$ cat src/hw/rtl/packed_date_to_epoch_seconds_unit_assert.svh
// assertion macros shared by the date conversion rtl
`ifndef PACKED_DATE_TO_EPOCH_SECONDS_UNIT_ASSERT_SVH
`define PACKED_DATE_TO_EPOCH_SECONDS_UNIT_ASSERT_SVH

// same-cycle implication, checked out of reset
`define PDES_ASSERT_IMP(lbl, ante, cons) \
  lbl: assert property (@(posedge clk_i) disable iff (!rst_ni) (ante) |-> (cons)) \
    else $error("pdes assertion failed");

// next-cycle implication, checked out of reset
`define PDES_ASSERT_NXT(lbl, ante, cons) \
  lbl: assert property (@(posedge clk_i) disable iff (!rst_ni) (ante) |=> (cons)) \
    else $error("pdes assertion failed");

`endif

$ cat src/hw/rtl/pdes_pkg.sv
// constants and tables for the packed date to epoch seconds unit
package pdes_pkg;

  localparam int unsigned NumStages = 9;

  localparam logic [16:0] EpochYear     = 17'd1970;
  localparam logic [16:0] LeapBaseYear  = 17'd1968;
  localparam logic [16:0] CenturyBase   = 17'd1900;
  localparam logic [16:0] QuadCentBase  = 17'd1600;

  // floor(x / 100) = (x * Recip100) >> Recip100Shift for any 16-bit x
  localparam logic [18:0] Recip100      = 19'd335545;
  localparam int unsigned Recip100Shift = 25;
  // floor(x / 12) for x below 1024
  localparam logic [9:0]  Recip12       = 10'd683;
  localparam int unsigned Recip12Shift  = 13;
  // floor(x / 25) for x below 4096
  localparam logic [12:0] Recip25       = 13'd5243;
  localparam int unsigned Recip25Shift  = 17;

  localparam logic [8:0]  DaysPerYear   = 9'd365;
  localparam logic [11:0] SecsPerHour   = 12'd3600;
  localparam logic [5:0]  SecsPerMinute = 6'd60;

  localparam logic signed [41:0] SecsPerDay     = 42'sd86400;
  localparam logic signed [41:0] ValidFromSecs  = 42'sd1483228800;
  localparam logic [31:0]        BadPartNumber  = 32'd124097;

  // days in the year before the first of each month, non-leap
  function automatic logic [8:0] days_before_month(input logic [3:0] mi);
    logic [8:0] d;
    case (mi)
      4'd0:    d = 9'd0;
      4'd1:    d = 9'd31;
      4'd2:    d = 9'd59;
      4'd3:    d = 9'd90;
      4'd4:    d = 9'd120;
      4'd5:    d = 9'd151;
      4'd6:    d = 9'd181;
      4'd7:    d = 9'd212;
      4'd8:    d = 9'd243;
      4'd9:    d = 9'd273;
      4'd10:   d = 9'd304;
      4'd11:   d = 9'd334;
      default: d = 9'd0;
    endcase
    return d;
  endfunction

endpackage

$ cat src/hw/rtl/pdes_req_if.sv
// request channel: packed date words and part number
interface pdes_req_if;
  logic        valid;
  logic        ready;
  logic [15:0] year_word;
  logic [15:0] month_day_word;
  logic [15:0] hour_minute_word;
  logic [31:0] part_number;

  modport source (
    output valid, year_word, month_day_word, hour_minute_word, part_number,
    input  ready
  );
  modport sink (
    input  valid, year_word, month_day_word, hour_minute_word, part_number,
    output ready
  );
endinterface

$ cat src/hw/rtl/pdes_rsp_if.sv
// response channel: epoch seconds and status flags
interface pdes_rsp_if;
  logic        valid;
  logic        ready;
  logic [40:0] epoch_seconds;
  logic        date_ok;
  logic        data_valid;

  modport source (
    output valid, epoch_seconds, date_ok, data_valid,
    input  ready
  );
  modport sink (
    input  valid, epoch_seconds, date_ok, data_valid,
    output ready
  );
endinterface

$ cat src/hw/rtl/packed_date_to_epoch_seconds_unit.sv
// packed decimal build date to unix seconds, nine stage pipeline
//
// usage:
//   req_i carries one request: year word, month*100+day word, hour*100+minute
//   word and a 32-bit part number. rsp_o returns one result per request:
//   epoch_seconds (seconds since 1970-01-01 utc), date_ok and data_valid.
//   both channels use valid/ready; a request or result moves on a clock edge
//   with valid and ready high.
// throughput:
//   a request loads into the first of the nine stages at the accepting edge.
//   one request per cycle is taken while no result is stalled on rsp_o; the
//   rate is set by the single pipeline enable, every stage moves together.
// stalls:
//   while a result waits on rsp_o with ready low, the whole pipeline holds and
//   req_i.ready is low; nothing is dropped or repeated. bubbles stay in place.
// reset:
//   rst_ni low clears all stage valid bits at once; data registers are not
//   reset. req_i.ready is high in the first cycle after reset.
// bad dates:
//   month zero or a carried year before 1970 gives zero seconds and clears both
//   flags; a time before the epoch saturates to zero with date_ok still set.
`include "packed_date_to_epoch_seconds_unit_assert.svh"

module packed_date_to_epoch_seconds_unit (
  input  logic       clk_i,
  input  logic       rst_ni,
  pdes_req_if.sink   req_i,
  pdes_rsp_if.source rsp_o
);

  // ---------------------------------------------------------------------------
  // pipeline control: one enable for every stage
  // ---------------------------------------------------------------------------
  logic       pipe_en;
  logic [7:0] vld_q;       // valid bits of stages one to eight
  logic       out_vld_q;   // output register holds a result

  assign pipe_en     = !out_vld_q || rsp_o.ready;
  assign req_i.ready = pipe_en;

  always_ff @(posedge clk_i or negedge rst_ni) begin
    if (!rst_ni) begin
      vld_q     <= '0;
      out_vld_q <= 1'b0;
    end else if (pipe_en) begin
      vld_q     <= {vld_q[6:0], req_i.valid};
      out_vld_q <= vld_q[7];
    end
  end

  // ---------------------------------------------------------------------------
  // stage 1: month and hour by reciprocal multiply, part number check
  // ---------------------------------------------------------------------------
  logic [34:0] s1_month_prod, s1_hour_prod;
  logic [15:0] s1_yw_q, s1_md_q, s1_hm_q;
  logic [9:0]  s1_month_q, s1_hour_q;
  logic        s1_pn_ok_q;

  assign s1_month_prod = 35'(req_i.month_day_word) * 35'(pdes_pkg::Recip100);
  assign s1_hour_prod  = 35'(req_i.hour_minute_word) * 35'(pdes_pkg::Recip100);

  always_ff @(posedge clk_i) begin
    if (pipe_en) begin
      s1_yw_q    <= req_i.year_word;
      s1_md_q    <= req_i.month_day_word;
      s1_hm_q    <= req_i.hour_minute_word;
      s1_month_q <= s1_month_prod[pdes_pkg::Recip100Shift +: 10];
      s1_hour_q  <= s1_hour_prod[pdes_pkg::Recip100Shift +: 10];
      s1_pn_ok_q <= req_i.part_number != pdes_pkg::BadPartNumber;
    end
  end

  // ---------------------------------------------------------------------------
  // stage 2: day and minute remainders, years carried by month overflow
  // ---------------------------------------------------------------------------
  logic [15:0] s2_md_rem, s2_hm_rem;
  logic [9:0]  s2_mm1;
  logic [19:0] s2_q12_prod;
  logic [15:0] s2_yw_q;
  logic [6:0]  s2_mday_q, s2_minute_q;
  logic [9:0]  s2_hour_q, s2_mm1_q;
  logic [5:0]  s2_q12_q;
  logic        s2_month_ok_q, s2_pn_ok_q;

  assign s2_md_rem   = s1_md_q - 16'(s1_month_q) * 16'd100;
  assign s2_hm_rem   = s1_hm_q - 16'(s1_hour_q) * 16'd100;
  assign s2_mm1      = s1_month_q - 10'd1;
  assign s2_q12_prod = 20'(s2_mm1) * 20'(pdes_pkg::Recip12);

  always_ff @(posedge clk_i) begin
    if (pipe_en) begin
      s2_yw_q       <= s1_yw_q;
      s2_mday_q     <= s2_md_rem[6:0];
      s2_minute_q   <= s2_hm_rem[6:0];
      s2_hour_q     <= s1_hour_q;
      s2_mm1_q      <= s2_mm1;
      s2_q12_q      <= s2_q12_prod[pdes_pkg::Recip12Shift +: 6];
      s2_month_ok_q <= s1_month_q != 10'd0;
      s2_pn_ok_q    <= s1_pn_ok_q;
    end
  end

  // ---------------------------------------------------------------------------
  // stage 3: carried year, month index, time of day parts in seconds
  // ---------------------------------------------------------------------------
  logic [9:0]  s3_mi_full;
  logic [16:0] s3_year_q;
  logic [3:0]  s3_mi_q;
  logic [21:0] s3_hsec_q;
  logic [12:0] s3_msec_q;
  logic [6:0]  s3_mday_q;
  logic        s3_month_ok_q, s3_pn_ok_q;

  assign s3_mi_full = s2_mm1_q - 10'(s2_q12_q) * 10'd12;

  always_ff @(posedge clk_i) begin
    if (pipe_en) begin
      s3_year_q     <= 17'(s2_yw_q) + 17'(s2_q12_q);
      s3_mi_q       <= s3_mi_full[3:0];
      s3_hsec_q     <= 22'(s2_hour_q) * 22'(pdes_pkg::SecsPerHour);
      s3_msec_q     <= 13'(s2_minute_q) * 13'(pdes_pkg::SecsPerMinute);
      s3_mday_q     <= s2_mday_q;
      s3_month_ok_q <= s2_month_ok_q;
      s3_pn_ok_q    <= s2_pn_ok_q;
    end
  end

  // ---------------------------------------------------------------------------
  // stage 4: year terms of the gregorian day count
  // ---------------------------------------------------------------------------
  logic [16:0] s4_ym, s4_y68, s4_y19, s4_y16;
  logic [34:0] s4_q100_prod;
  logic [24:0] s4_q400_prod;
  logic [24:0] s4_ym365_q;
  logic [13:0] s4_d4_q;
  logic [15:0] s4_y19_q;
  logic [9:0]  s4_q100_q;
  logic [7:0]  s4_q400_q;
  logic        s4_yr4_q, s4_ok_q, s4_pn_ok_q;
  logic [3:0]  s4_mi_q;
  logic [6:0]  s4_mday_q;
  logic [21:0] s4_hmsec_q;

  assign s4_ym  = s3_year_q - pdes_pkg::EpochYear;
  assign s4_y68 = s3_year_q - pdes_pkg::LeapBaseYear;
  assign s4_y19 = s3_year_q - pdes_pkg::CenturyBase;
  assign s4_y16 = s3_year_q - pdes_pkg::QuadCentBase;
  // values are junk below 1970; such items are flagged not ok and zeroed
  assign s4_q100_prod = 35'(s4_y19[15:0]) * 35'(pdes_pkg::Recip100);
  assign s4_q400_prod = 25'(s4_y16[15:4]) * 25'(pdes_pkg::Recip25);

  always_ff @(posedge clk_i) begin
    if (pipe_en) begin
      s4_ym365_q <= 25'(s4_ym[15:0]) * 25'(pdes_pkg::DaysPerYear);
      s4_d4_q    <= s4_y68[15:2];
      s4_y19_q   <= s4_y19[15:0];
      s4_q100_q  <= s4_q100_prod[pdes_pkg::Recip100Shift +: 10];
      s4_q400_q  <= s4_q400_prod[pdes_pkg::Recip25Shift +: 8];
      s4_yr4_q   <= s3_year_q[1:0] == 2'd0;
      s4_ok_q    <= s3_month_ok_q && (s3_year_q >= pdes_pkg::EpochYear);
      s4_pn_ok_q <= s3_pn_ok_q;
      s4_mi_q    <= s3_mi_q;
      s4_mday_q  <= s3_mday_q;
      s4_hmsec_q <= s3_hsec_q + 22'(s3_msec_q);
    end
  end

  // ---------------------------------------------------------------------------
  // stage 5: leap test and partial day sums
  // ---------------------------------------------------------------------------
  logic        s5_z100, s5_leap;
  logic [24:0] s5_a_q;
  logic [8:0]  s5_b_q;
  logic        s5_adj_q, s5_ok_q, s5_pn_ok_q;
  logic [21:0] s5_hmsec_q;

  // year divisible by 100; by 400 when (year / 100) is a multiple of four,
  // i.e. (year - 1900) / 100 leaves one modulo four
  assign s5_z100 = s4_y19_q == 16'(s4_q100_q) * 16'd100;
  assign s5_leap = s4_yr4_q && (!s5_z100 || (s4_q100_q[1:0] == 2'd1));

  always_ff @(posedge clk_i) begin
    if (pipe_en) begin
      s5_a_q     <= s4_ym365_q + 25'(s4_d4_q) - 25'(s4_q100_q) + 25'(s4_q400_q);
      s5_b_q     <= pdes_pkg::days_before_month(s4_mi_q) + 9'(s4_mday_q);
      s5_adj_q   <= s5_leap && (s4_mi_q < 4'd2);
      s5_ok_q    <= s4_ok_q;
      s5_pn_ok_q <= s4_pn_ok_q;
      s5_hmsec_q <= s4_hmsec_q;
    end
  end

  // ---------------------------------------------------------------------------
  // stage 6: day count since the epoch (can be minus one)
  // ---------------------------------------------------------------------------
  logic signed [25:0] s6_days_q;
  logic               s6_ok_q, s6_pn_ok_q;
  logic [21:0]        s6_hmsec_q;

  always_ff @(posedge clk_i) begin
    if (pipe_en) begin
      s6_days_q  <= $signed({1'b0, s5_a_q}) + $signed({17'b0, s5_b_q})
                    - 26'sd1 - $signed({25'b0, s5_adj_q});
      s6_ok_q    <= s5_ok_q;
      s6_pn_ok_q <= s5_pn_ok_q;
      s6_hmsec_q <= s5_hmsec_q;
    end
  end

  // ---------------------------------------------------------------------------
  // stage 7: days to seconds
  // ---------------------------------------------------------------------------
  logic signed [41:0] s7_prod_q;
  logic               s7_ok_q, s7_pn_ok_q;
  logic [21:0]        s7_hmsec_q;

  always_ff @(posedge clk_i) begin
    if (pipe_en) begin
      s7_prod_q  <= 42'(s6_days_q) * pdes_pkg::SecsPerDay;
      s7_ok_q    <= s6_ok_q;
      s7_pn_ok_q <= s6_pn_ok_q;
      s7_hmsec_q <= s6_hmsec_q;
    end
  end

  // ---------------------------------------------------------------------------
  // stage 8: add time of day
  // ---------------------------------------------------------------------------
  logic signed [41:0] s8_t_q;
  logic               s8_ok_q, s8_pn_ok_q;

  always_ff @(posedge clk_i) begin
    if (pipe_en) begin
      s8_t_q     <= s7_prod_q + $signed({20'b0, s7_hmsec_q});
      s8_ok_q    <= s7_ok_q;
      s8_pn_ok_q <= s7_pn_ok_q;
    end
  end

  // ---------------------------------------------------------------------------
  // stage 9: saturate at the epoch, flags, output register
  // ---------------------------------------------------------------------------
  logic [40:0] out_secs_q;
  logic        out_date_ok_q, out_data_valid_q;

  always_ff @(posedge clk_i) begin
    if (pipe_en) begin
      out_secs_q       <= (s8_ok_q && (s8_t_q > 42'sd0)) ? s8_t_q[40:0] : '0;
      out_date_ok_q    <= s8_ok_q;
      out_data_valid_q <= s8_ok_q && s8_pn_ok_q && (s8_t_q >= pdes_pkg::ValidFromSecs);
    end
  end

  assign rsp_o.valid         = out_vld_q;
  assign rsp_o.epoch_seconds = out_secs_q;
  assign rsp_o.date_ok       = out_date_ok_q;
  assign rsp_o.data_valid    = out_data_valid_q;

  // ---------------------------------------------------------------------------
  // assertions
  // ---------------------------------------------------------------------------
  `PDES_ASSERT_IMP(a_bad_date_zero, out_vld_q && !out_date_ok_q,
                   (out_secs_q == '0) && !out_data_valid_q)
  `PDES_ASSERT_IMP(a_valid_implies_ok, out_vld_q && out_data_valid_q,
                   out_date_ok_q && (out_secs_q >= 41'd1483228800))
  `PDES_ASSERT_NXT(a_stall_holds_pipe, !pipe_en, $stable(vld_q) && out_vld_q)
  `PDES_ASSERT_IMP(a_empty_out_ready, !out_vld_q, req_i.ready)

endmodule

$ cat src/flat_wrapper.sv
// flat-port wrapper written by rule: the top's interface ports become plain ports
module packed_date_to_epoch_seconds_unit_flat 
  (clk_i, rst_ni, req_i_valid, req_i_year_word, req_i_month_day_word, req_i_hour_minute_word, req_i_part_number, req_i_ready, rsp_o_valid, rsp_o_epoch_seconds, rsp_o_date_ok, rsp_o_data_valid, rsp_o_ready);
  pdes_req_if req_i_i ();
  pdes_rsp_if rsp_o_i ();
  input  logic clk_i;
  input  logic rst_ni;
  input wire logic [$bits(req_i_i.valid)-1:0] req_i_valid;
  input wire logic [$bits(req_i_i.year_word)-1:0] req_i_year_word;
  input wire logic [$bits(req_i_i.month_day_word)-1:0] req_i_month_day_word;
  input wire logic [$bits(req_i_i.hour_minute_word)-1:0] req_i_hour_minute_word;
  input wire logic [$bits(req_i_i.part_number)-1:0] req_i_part_number;
  output wire logic [$bits(req_i_i.ready)-1:0] req_i_ready;
  output wire logic [$bits(rsp_o_i.valid)-1:0] rsp_o_valid;
  output wire logic [$bits(rsp_o_i.epoch_seconds)-1:0] rsp_o_epoch_seconds;
  output wire logic [$bits(rsp_o_i.date_ok)-1:0] rsp_o_date_ok;
  output wire logic [$bits(rsp_o_i.data_valid)-1:0] rsp_o_data_valid;
  input wire logic [$bits(rsp_o_i.ready)-1:0] rsp_o_ready;
  assign req_i_i.valid = req_i_valid;
  assign req_i_i.year_word = req_i_year_word;
  assign req_i_i.month_day_word = req_i_month_day_word;
  assign req_i_i.hour_minute_word = req_i_hour_minute_word;
  assign req_i_i.part_number = req_i_part_number;
  assign req_i_ready = req_i_i.ready;
  assign rsp_o_valid = rsp_o_i.valid;
  assign rsp_o_epoch_seconds = rsp_o_i.epoch_seconds;
  assign rsp_o_date_ok = rsp_o_i.date_ok;
  assign rsp_o_data_valid = rsp_o_i.data_valid;
  assign rsp_o_i.ready = rsp_o_ready;
  packed_date_to_epoch_seconds_unit u_core (.clk_i(clk_i), .rst_ni(rst_ni), .req_i(req_i_i), .rsp_o(rsp_o_i));
endmodule
$ cat config.mk
export PLATFORM = sky130hd
export DESIGN_NAME = packed_date_to_epoch_seconds_unit_flat
export DESIGN_NICKNAME = d
export VERILOG_FILES = /design/src/hw/rtl/pdes_pkg.sv /design/src/hw/rtl/pdes_req_if.sv /design/src/hw/rtl/pdes_rsp_if.sv /design/src/hw/rtl/packed_date_to_epoch_seconds_unit.sv /design/src/flat_wrapper.sv
export VERILOG_INCLUDE_DIRS = /design/src /design/src/hw/rtl
export SDC_FILE = /design/constraint.sdc
export NUM_CORES = 2
export LEC_CHECK = 0
export ABC_AREA = 1
export BUFFER_PORTS_ARGS = -buffer_cell sky130_fd_sc_hd__buf_2
export CAP_MARGIN = 20
export CORE_ASPECT_RATIO = 0.8
export CORE_MARGIN = 1.5
export CORE_UTILIZATION = 60
export DETAILED_ROUTE_END_ITERATION = 8
export PLACE_DENSITY_LB_ADDON = 0.1
export SLEW_MARGIN = 10
export SYNTH_ARGS = -nofsm -noshare
export SYNTH_HDL_FRONTEND = slang
export SYNTH_SLANG_ARGS = --single-unit
$ cat constraint.sdc
create_clock -name clk_i -period 28.8 [get_ports clk_i]
set_clock_uncertainty 0.1 [all_clocks]
set_input_delay 0 -clock clk_i [delete_from_list [all_inputs] [get_ports clk_i]]
set_output_delay 0 -clock clk_i [all_outputs]
set_load 0.02 [all_outputs]
Word-level counts from Yosys, hierarchy flattened

Memories as Yosys holds them, arrays and structs flattened. A register that Yosys moved wholly into a read port is not among the register bits.
Cells that the tools add are included.

Add/sub/neg operators: 18
Multiply operators: 13
$lt $le $gt $ge: 4
Equality and inequality tests: 3
Muxes and demuxes: 2
Reduce and logical (&&, ||, !) cells: 12

Operators by type and width:

| kind                   | number |
|---|---|
| $mul 16x19->35 const B | 3 |
| $sub 16x11->16 const B | 4 |
| $add 42x23->42         | 1 |
| $ge 42x32->1 const B   | 1 |
| $gt 42x1->1 const B    | 1 |
| $mul 26x11->35 const B | 1 |
| $ne 32x17->1 const B   | 1 |
| $add 25x9->26          | 1 |
| $sub 26x2->26          | 1 |
| $sub 26x2->26 const B  | 1 |
| $add 25x14->25         | 1 |
| $add 25x8->25          | 1 |
| $mul 12x13->25 const B | 1 |
| $mul 16x9->25 const B  | 1 |
| $sub 25x10->25         | 1 |
| $add 22x13->22         | 1 |
| $mul 10x5->5 const B   | 2 |
| $mul 10x10->19 const B | 1 |
| $mul 10x8->18 const B  | 1 |
| $add 16x6->17          | 1 |
| $ge 17x11->1 const B   | 1 |
| $eq 16x16->1           | 1 |
| $mul 10x5->14 const B  | 1 |
| $sub 7x7->7            | 2 |
| 14 further kinds       | 21 |

Register bits after elaboration: 535
Memory bits (read-only): 144
Bits of input ports: 84
Output and inout bits: 45
Memories: 1

Memory list:

| memory           | depth | bits a word | read ports | clocked after Yosys merged registers in | wr ports | line           | text |
|---|---|---|---|---|---|---|---|
| (name not given) | 16    | 9           | 1          | 1                                       | 0        | pdes_pkg.sv:32 | `case (mi)` |

Logic depth before layout (Yosys ltp)

Word-level depth: 6
Mapped depth: 31

Worst setup path after synthesis

Ideal clock, no wire load.

Kind: reg-to-reg
From: register u_core.out_vld_q (netlist: u_core.rsp_o.valid)
To: register u_core.vld_q[2]
Library setup time: 0.712 ns
Arrival: 15.442 ns
Required time: 27.988 ns
Setup slack: 12.546 ns
Cell stages (with the launch flop): 5
Buffers on the path: 2
Period minus slack after synthesis: 16.254 ns
Cells stage by stage: dfrtp_1 nand2_2 buf_2 buf_1 a21oi_1

Cells in the longest elaborated chain, start to end: 2

RTL lines:

| what                   | line                                    | text |
|---|---|---|
| from (decl)            | packed_date_to_epoch_seconds_unit.sv:36 | `logic out_vld_q;` |
| from (signal assigned) | packed_date_to_epoch_seconds_unit.sv:47 | `out_vld_q <= vld_q[7];` |
| $logic_not 1->1        | packed_date_to_epoch_seconds_unit.sv:38 | `assign pipe_en = !out_vld_q \|\| rsp_o.ready;` |
| $logic_or 1x1->1       | packed_date_to_epoch_seconds_unit.sv:38 |  |
| net req_i_ready        | flat_wrapper.sv:13                      | `output wire logic [$bits(req_i_i.ready)-1:0] req_i_ready;` |
| to (signal assigned)   | packed_date_to_epoch_seconds_unit.sv:46 | `vld_q <= {vld_q[6:0], req_i.valid};` |
| to (decl)              | packed_date_to_epoch_seconds_unit.sv:35 | `logic [7:0] vld_q;` |

The timed path passes the listed nets, and every way through them passes these cells.
A chain may end at the register's enable or synchronous reset.

Worst setup path in the final report

From: register u_core.s3_year_q[4]
To: register u_core.s4_q100_q[9] (data pin)

Cells in the longest elaborated chain, start to end: 2

RTL lines:

| what                        | line                                     | text |
|---|---|---|
| from (decl)                 | packed_date_to_epoch_seconds_unit.sv:107 | `logic [16:0] s3_year_q;` |
| from (signal assigned)      | packed_date_to_epoch_seconds_unit.sv:118 | `s3_year_q <= 17'(s2_yw_q) + 17'(s2_q12_q);` |
| $sub 16x11->16              | packed_date_to_epoch_seconds_unit.sv:146 | `assign s4_y19 = s3_year_q - pdes_pkg::CenturyBase;` |
| net u_core.s4_y19[8]        | packed_date_to_epoch_seconds_unit.sv:131 | `logic [16:0] s4_ym, s4_y68, s4_y19, s4_y16;` |
| $mul 16x19->35              | packed_date_to_epoch_seconds_unit.sv:149 | `assign s4_q100_prod = 35'(s4_y19[15:0]) * 35'(pdes_pkg::Recip100);` |
| net u_core.s4_q100_prod[34] | packed_date_to_epoch_seconds_unit.sv:132 | `logic [34:0] s4_q100_prod;` |
| to (signal assigned)        | packed_date_to_epoch_seconds_unit.sv:157 | `s4_q100_q <= s4_q100_prod[pdes_pkg::Recip100Shift +: 10];` |
| to (decl)                   | packed_date_to_epoch_seconds_unit.sv:137 | `logic [9:0] s4_q100_q;` |

The timed path passes the listed nets, and every way through them passes these cells.

==> run summary <==
The run finished with clean final reports. The iteration count of the initial detailed-routing pass came out at 8. The kind of launch point of the worst setup path is a flip-flop.

The synthesized cell area is 57000 um2. The clock transition at the registers of the reported paths came out at 0.06 ns. The max-cap check violation count is 0.

The initial antenna violation count came out at 2. The half-perimeter wire length of the detailed placement result is 107000 um. For this run, design rule violations remaining after detail routing come to 0. The global route total overflow is 0.

The required time reported for the critical path endpoint came out at 29.08 ns. The total via count in the routed design is 39900. The congestion estimate from routability-driven global placement came to 0.921. After detailed routing, the average wire length per cell comes to 16.6 um. The number of enable flip-flop cells after synthesis came out at 513. The setup TNS came out at 0 ns. The first-pass GRT wire length came out at 204000 um. The initial utilization of the core area, before any placement, comes to 0.609. The number of cells after detailed placement came out at 7382.

The H-tree was split into 2 levels. The post-synthesis instance total is 6035. In the global route stage, overall resource usage came out at 0.264. The final number of max-transition violations came out at 0. The critical path is of the reg2reg type. The worst hold path belongs to the class in2reg. The capture instance of the worst register-to-register path is u_core.s4_q100_q[9].

The synthesized netlist contains 61 unique library cells. For this block, the initial DRC count from the detailed router was 2584. The slew at the pin closest to its max-slew limit is 0.951 ns.

The end of the worst hold path is u_core.rsp_o.valid. The die covers 96800 um2. The die height is 279 um. The via count of the first global-routing pass was 39200. The sort of element at the end of the critical path is a flip-flop. The number of cell rows came out at 100. The share of the clock period used by the worst path after layout is 0.250. In this run the most critical hold path is launched from rsp_o_ready.

Dividing the detail-routed via count by the number of cells gives 5.29. Setup repair after global routing left no endpoint under its margin. The biggest fanout along the worst timing path came out at 9.

During placement, the flow inserted port buffers numbering 126. The number of cells on the worst hold path came out at 4. The post-layout instance area is 61700 um2. Each instance of the synthesized netlist takes up on average 9.44 um2. The setup check on the worst reg-to-reg path leaves a slack of 21.59 ns.

The clock latency on the worst-skew pair is 0.67 ns. The number of buffers on the longest clock path is 3. The maximum clock frequency came out at 0.139 GHz.

The critical path arrival is 7.50 ns. The synthesis-stage register bit count came out at 531. The fraction of final layout cells with drive strength greater than 1 is 0.0481. The final instance count without filler cells is 7542.

The final critical path time including I/O delays and setup is 7.21 ns. For this run, the leading register cell type out of synthesis is edfxtp_1. Clock tree synthesis selected as its root buffer the cell clkbuf_16. The die boundary width came out at 348 um. The count of cells along the worst register-to-register path is 23.

After clock tree synthesis, the repair step resized 0 gates. After synthesis, the share of flip-flops with an asynchronous set or reset is 0.0169. The relative slew slack is 0.358. The hold violation count in the final report was 0. The startpoint identified for the worst register-to-register timing path is u_core.s3_year_q[4].

In this run the cell area measured after placement is 59100 um2. The largest net degree at the start of global routing came out at 91. The number of sinks handled by clock tree synthesis came out at 531. In this run the remaining antenna-violating nets after routing total 0.

The top-level I/O count is 129. The count of nets after finishing is 7857. Buffers inserted during clock tree synthesis total 56.

The number of warning messages in the yosys log came out at 0. The count of final setup violators came out at 0. The register area share after synthesis came out at 0.277. The area of the core came out at 93600 um2. The TritonCTS clock tree is yes. The final routed wirelength across all metal layers came out at 125000 um. The layout overhead on the synthesized area is 8.21%.

The post-route core utilization is 0.659.
[worst max path at each step]
stage	start	end	slack [ns]	cells past startpoint
final	u_core.s3_year_q[4]	u_core.s4_q100_q[9]	21.59	23
after global routing	u_core.s3_year_q[4]	u_core.s4_q100_q[9]	21.19	23
after CTS	u_core.s3_year_q[4]	u_core.s4_q100_q[9]	21.64	23
after global placement	u_core.s3_year_q[4]	u_core.s4_q100_q[9]	21.86	23
after detailed placement	u_core.s3_year_q[4]	u_core.s4_q100_q[9]	21.63	23
after floorplan	u_core.rsp_o.valid	u_core.vld_q[2]	12.55	4
[per-layer routing]
layer  wire length (um)  up-vias  track usage
met3               7510      115       0.0403
met5                  0        -            0
met1              63200    19000        0.412
li1                   -    19900            -
met2              52800      924        0.394
met4               1730        0       0.0430
[critical path: stages (launching register included)]
cell,delay [ns]
edfxtp_1,0.57
inv_1,0.17
ha_1,0.23
a21oi_1,0.25
o21ai_0,0.23
xor2_1,0.76
inv_1,0.21
fa_1,0.62
fa_1,0.46
fa_1,0.57
fa_1,0.45
fa_1,0.53
fa_1,0.49
ha_1,0.34
a21oi_1,0.27
nor2_1,0.07
nor2_1,0.16
o21bai_1,0.08
inv_1,0.08
nor2_1,0.04
nor2_1,0.11
nand2_1,0.07
nand2_1,0.06
nand2_1,0.05
[registers in the layout (all words and copies together) (netlist names), 8 cells and up, named ones only]
name	count
u_core.s7_hmsec_q	20
u_core.s4_q100_q	10
u_core.s8_t_q	40
u_core.s4_q400_q	8
u_core.s1_yw_q	16
u_core.s6_days_q	26
u_core.s1_month_q	10
u_core.s2_hour_q	10
u_core.s3_hsec_q	18
u_core.s7_prod_q	35
u_core.s4_d4_q	14
u_core.vld_q	8
u_core.s2_yw_q	16
u_core.s4_ym365_q	24
u_core.s6_hmsec_q	20
u_core.s1_hour_q	10
u_core.rsp_o.epoch_seconds	39
u_core.s5_b_q	9
u_core.s3_year_q	17
u_core.s5_a_q	25
u_core.s3_msec_q	11
u_core.s4_y19_q	16
u_core.s5_hmsec_q	20
u_core.s4_hmsec_q	20
[placed cells by master, fill, tap and decap left out, types with 14 or more instances in the layout]
cell           synthesis  layout
nand3_1              215     215
ha_1                 960     960
dlygate4sd3_1          0      52
inv_1               1396    1396
xnor2_1               80      80
buf_2                  4     126
nor4_1                21      21
o21bai_1              31      31
fa_1                 544     544
nand2_1              908     908
edfxtp_1             513     513
a21o_1                34      34
a31oi_1               17      17
nand4_1               59      59
xor2_1               177     177
clkbuf_16              0      58
inv_2                 15      15
a21boi_0              16      16
nor2_1               396     396
nor3_1                59      59
o21ai_0              152     152
a21oi_1              291     291
nand3b_1              14      14
[per-stage QoR]
step	hold slack [ns]	worst slack, ns
2_1_floorplan	-0.396	12.55
3_3_place_gp	-0.243	21.86
3_5_place_dp	-0.240	21.63
4_1_cts	0.00475	21.64
5_1_grt	0.101	21.19
6_report	0.00209	21.59
[synthesized netlist by cell type, types with 4 or more instances]
library cell / n / area [um2]
a211oi_1: 5 / 37.5
fa_1: 544 / 10900
a21oi_1: 291 / 1460
nand3b_1: 14 / 105
o21bai_1: 31 / 233
dfrtp_1: 9 / 225
o31ai_1: 4 / 30.0
inv_2: 15 / 56.3
nor4_1: 21 / 131
a21boi_0: 16 / 120
o21ai_0: 152 / 761
nand4_1: 59 / 369
nor3_1: 59 / 295
a21o_1: 34 / 255
buf_2: 4 / 20.0
o21ai_1: 10 / 50.1
or2_2: 9 / 56.3
o21a_1: 6 / 45.0
xnor2_1: 80 / 701
o21ai_2: 5 / 43.8
nand2_2: 7 / 43.8
dfxtp_1: 9 / 180
o211ai_1: 5 / 37.5
ha_1: 960 / 12000
nor2_2: 13 / 81.3
nand3_2: 7 / 70.1
nand3_1: 215 / 1080
nand2_1: 908 / 3410
nor2_1: 396 / 1490
buf_4: 5 / 37.5
a31oi_1: 17 / 106
inv_1: 1396 / 5240
edfxtp_1: 513 / 15400
xor2_1: 177 / 1550
[repair_timing]
action | in CTS | in global routing
hold buffers | 52 | 0
hold endpoints to repair | 41 | 0
buffers inserted | 0 | 0
[cell families after synthesis]
kind of cell,synth area share
other cells,0.0000658
compound gates,0.0576
simple gates,0.128
xor+xnor,0.0398
mux,0.000395
fa+ha+maj,0.402
buf+inv,0.0948
flops,0.277
[cell type report]
class / instances / area, um2
diodes: 1 / 2.50
clock buffers: 63 / 1470
clock inverters: 43 / 505
fillers: 7734 / 31900
inverters: 1414 / 5310
multi-input cells: 4078 / 35800
flip-flops and latches: 531 / 15800
well taps: 1224 / 1530
repair buffers: 188 / 1250
Power is not shown: default switching activity piles up to over one toggle a cycle in this logic, so the estimate is an artifact.
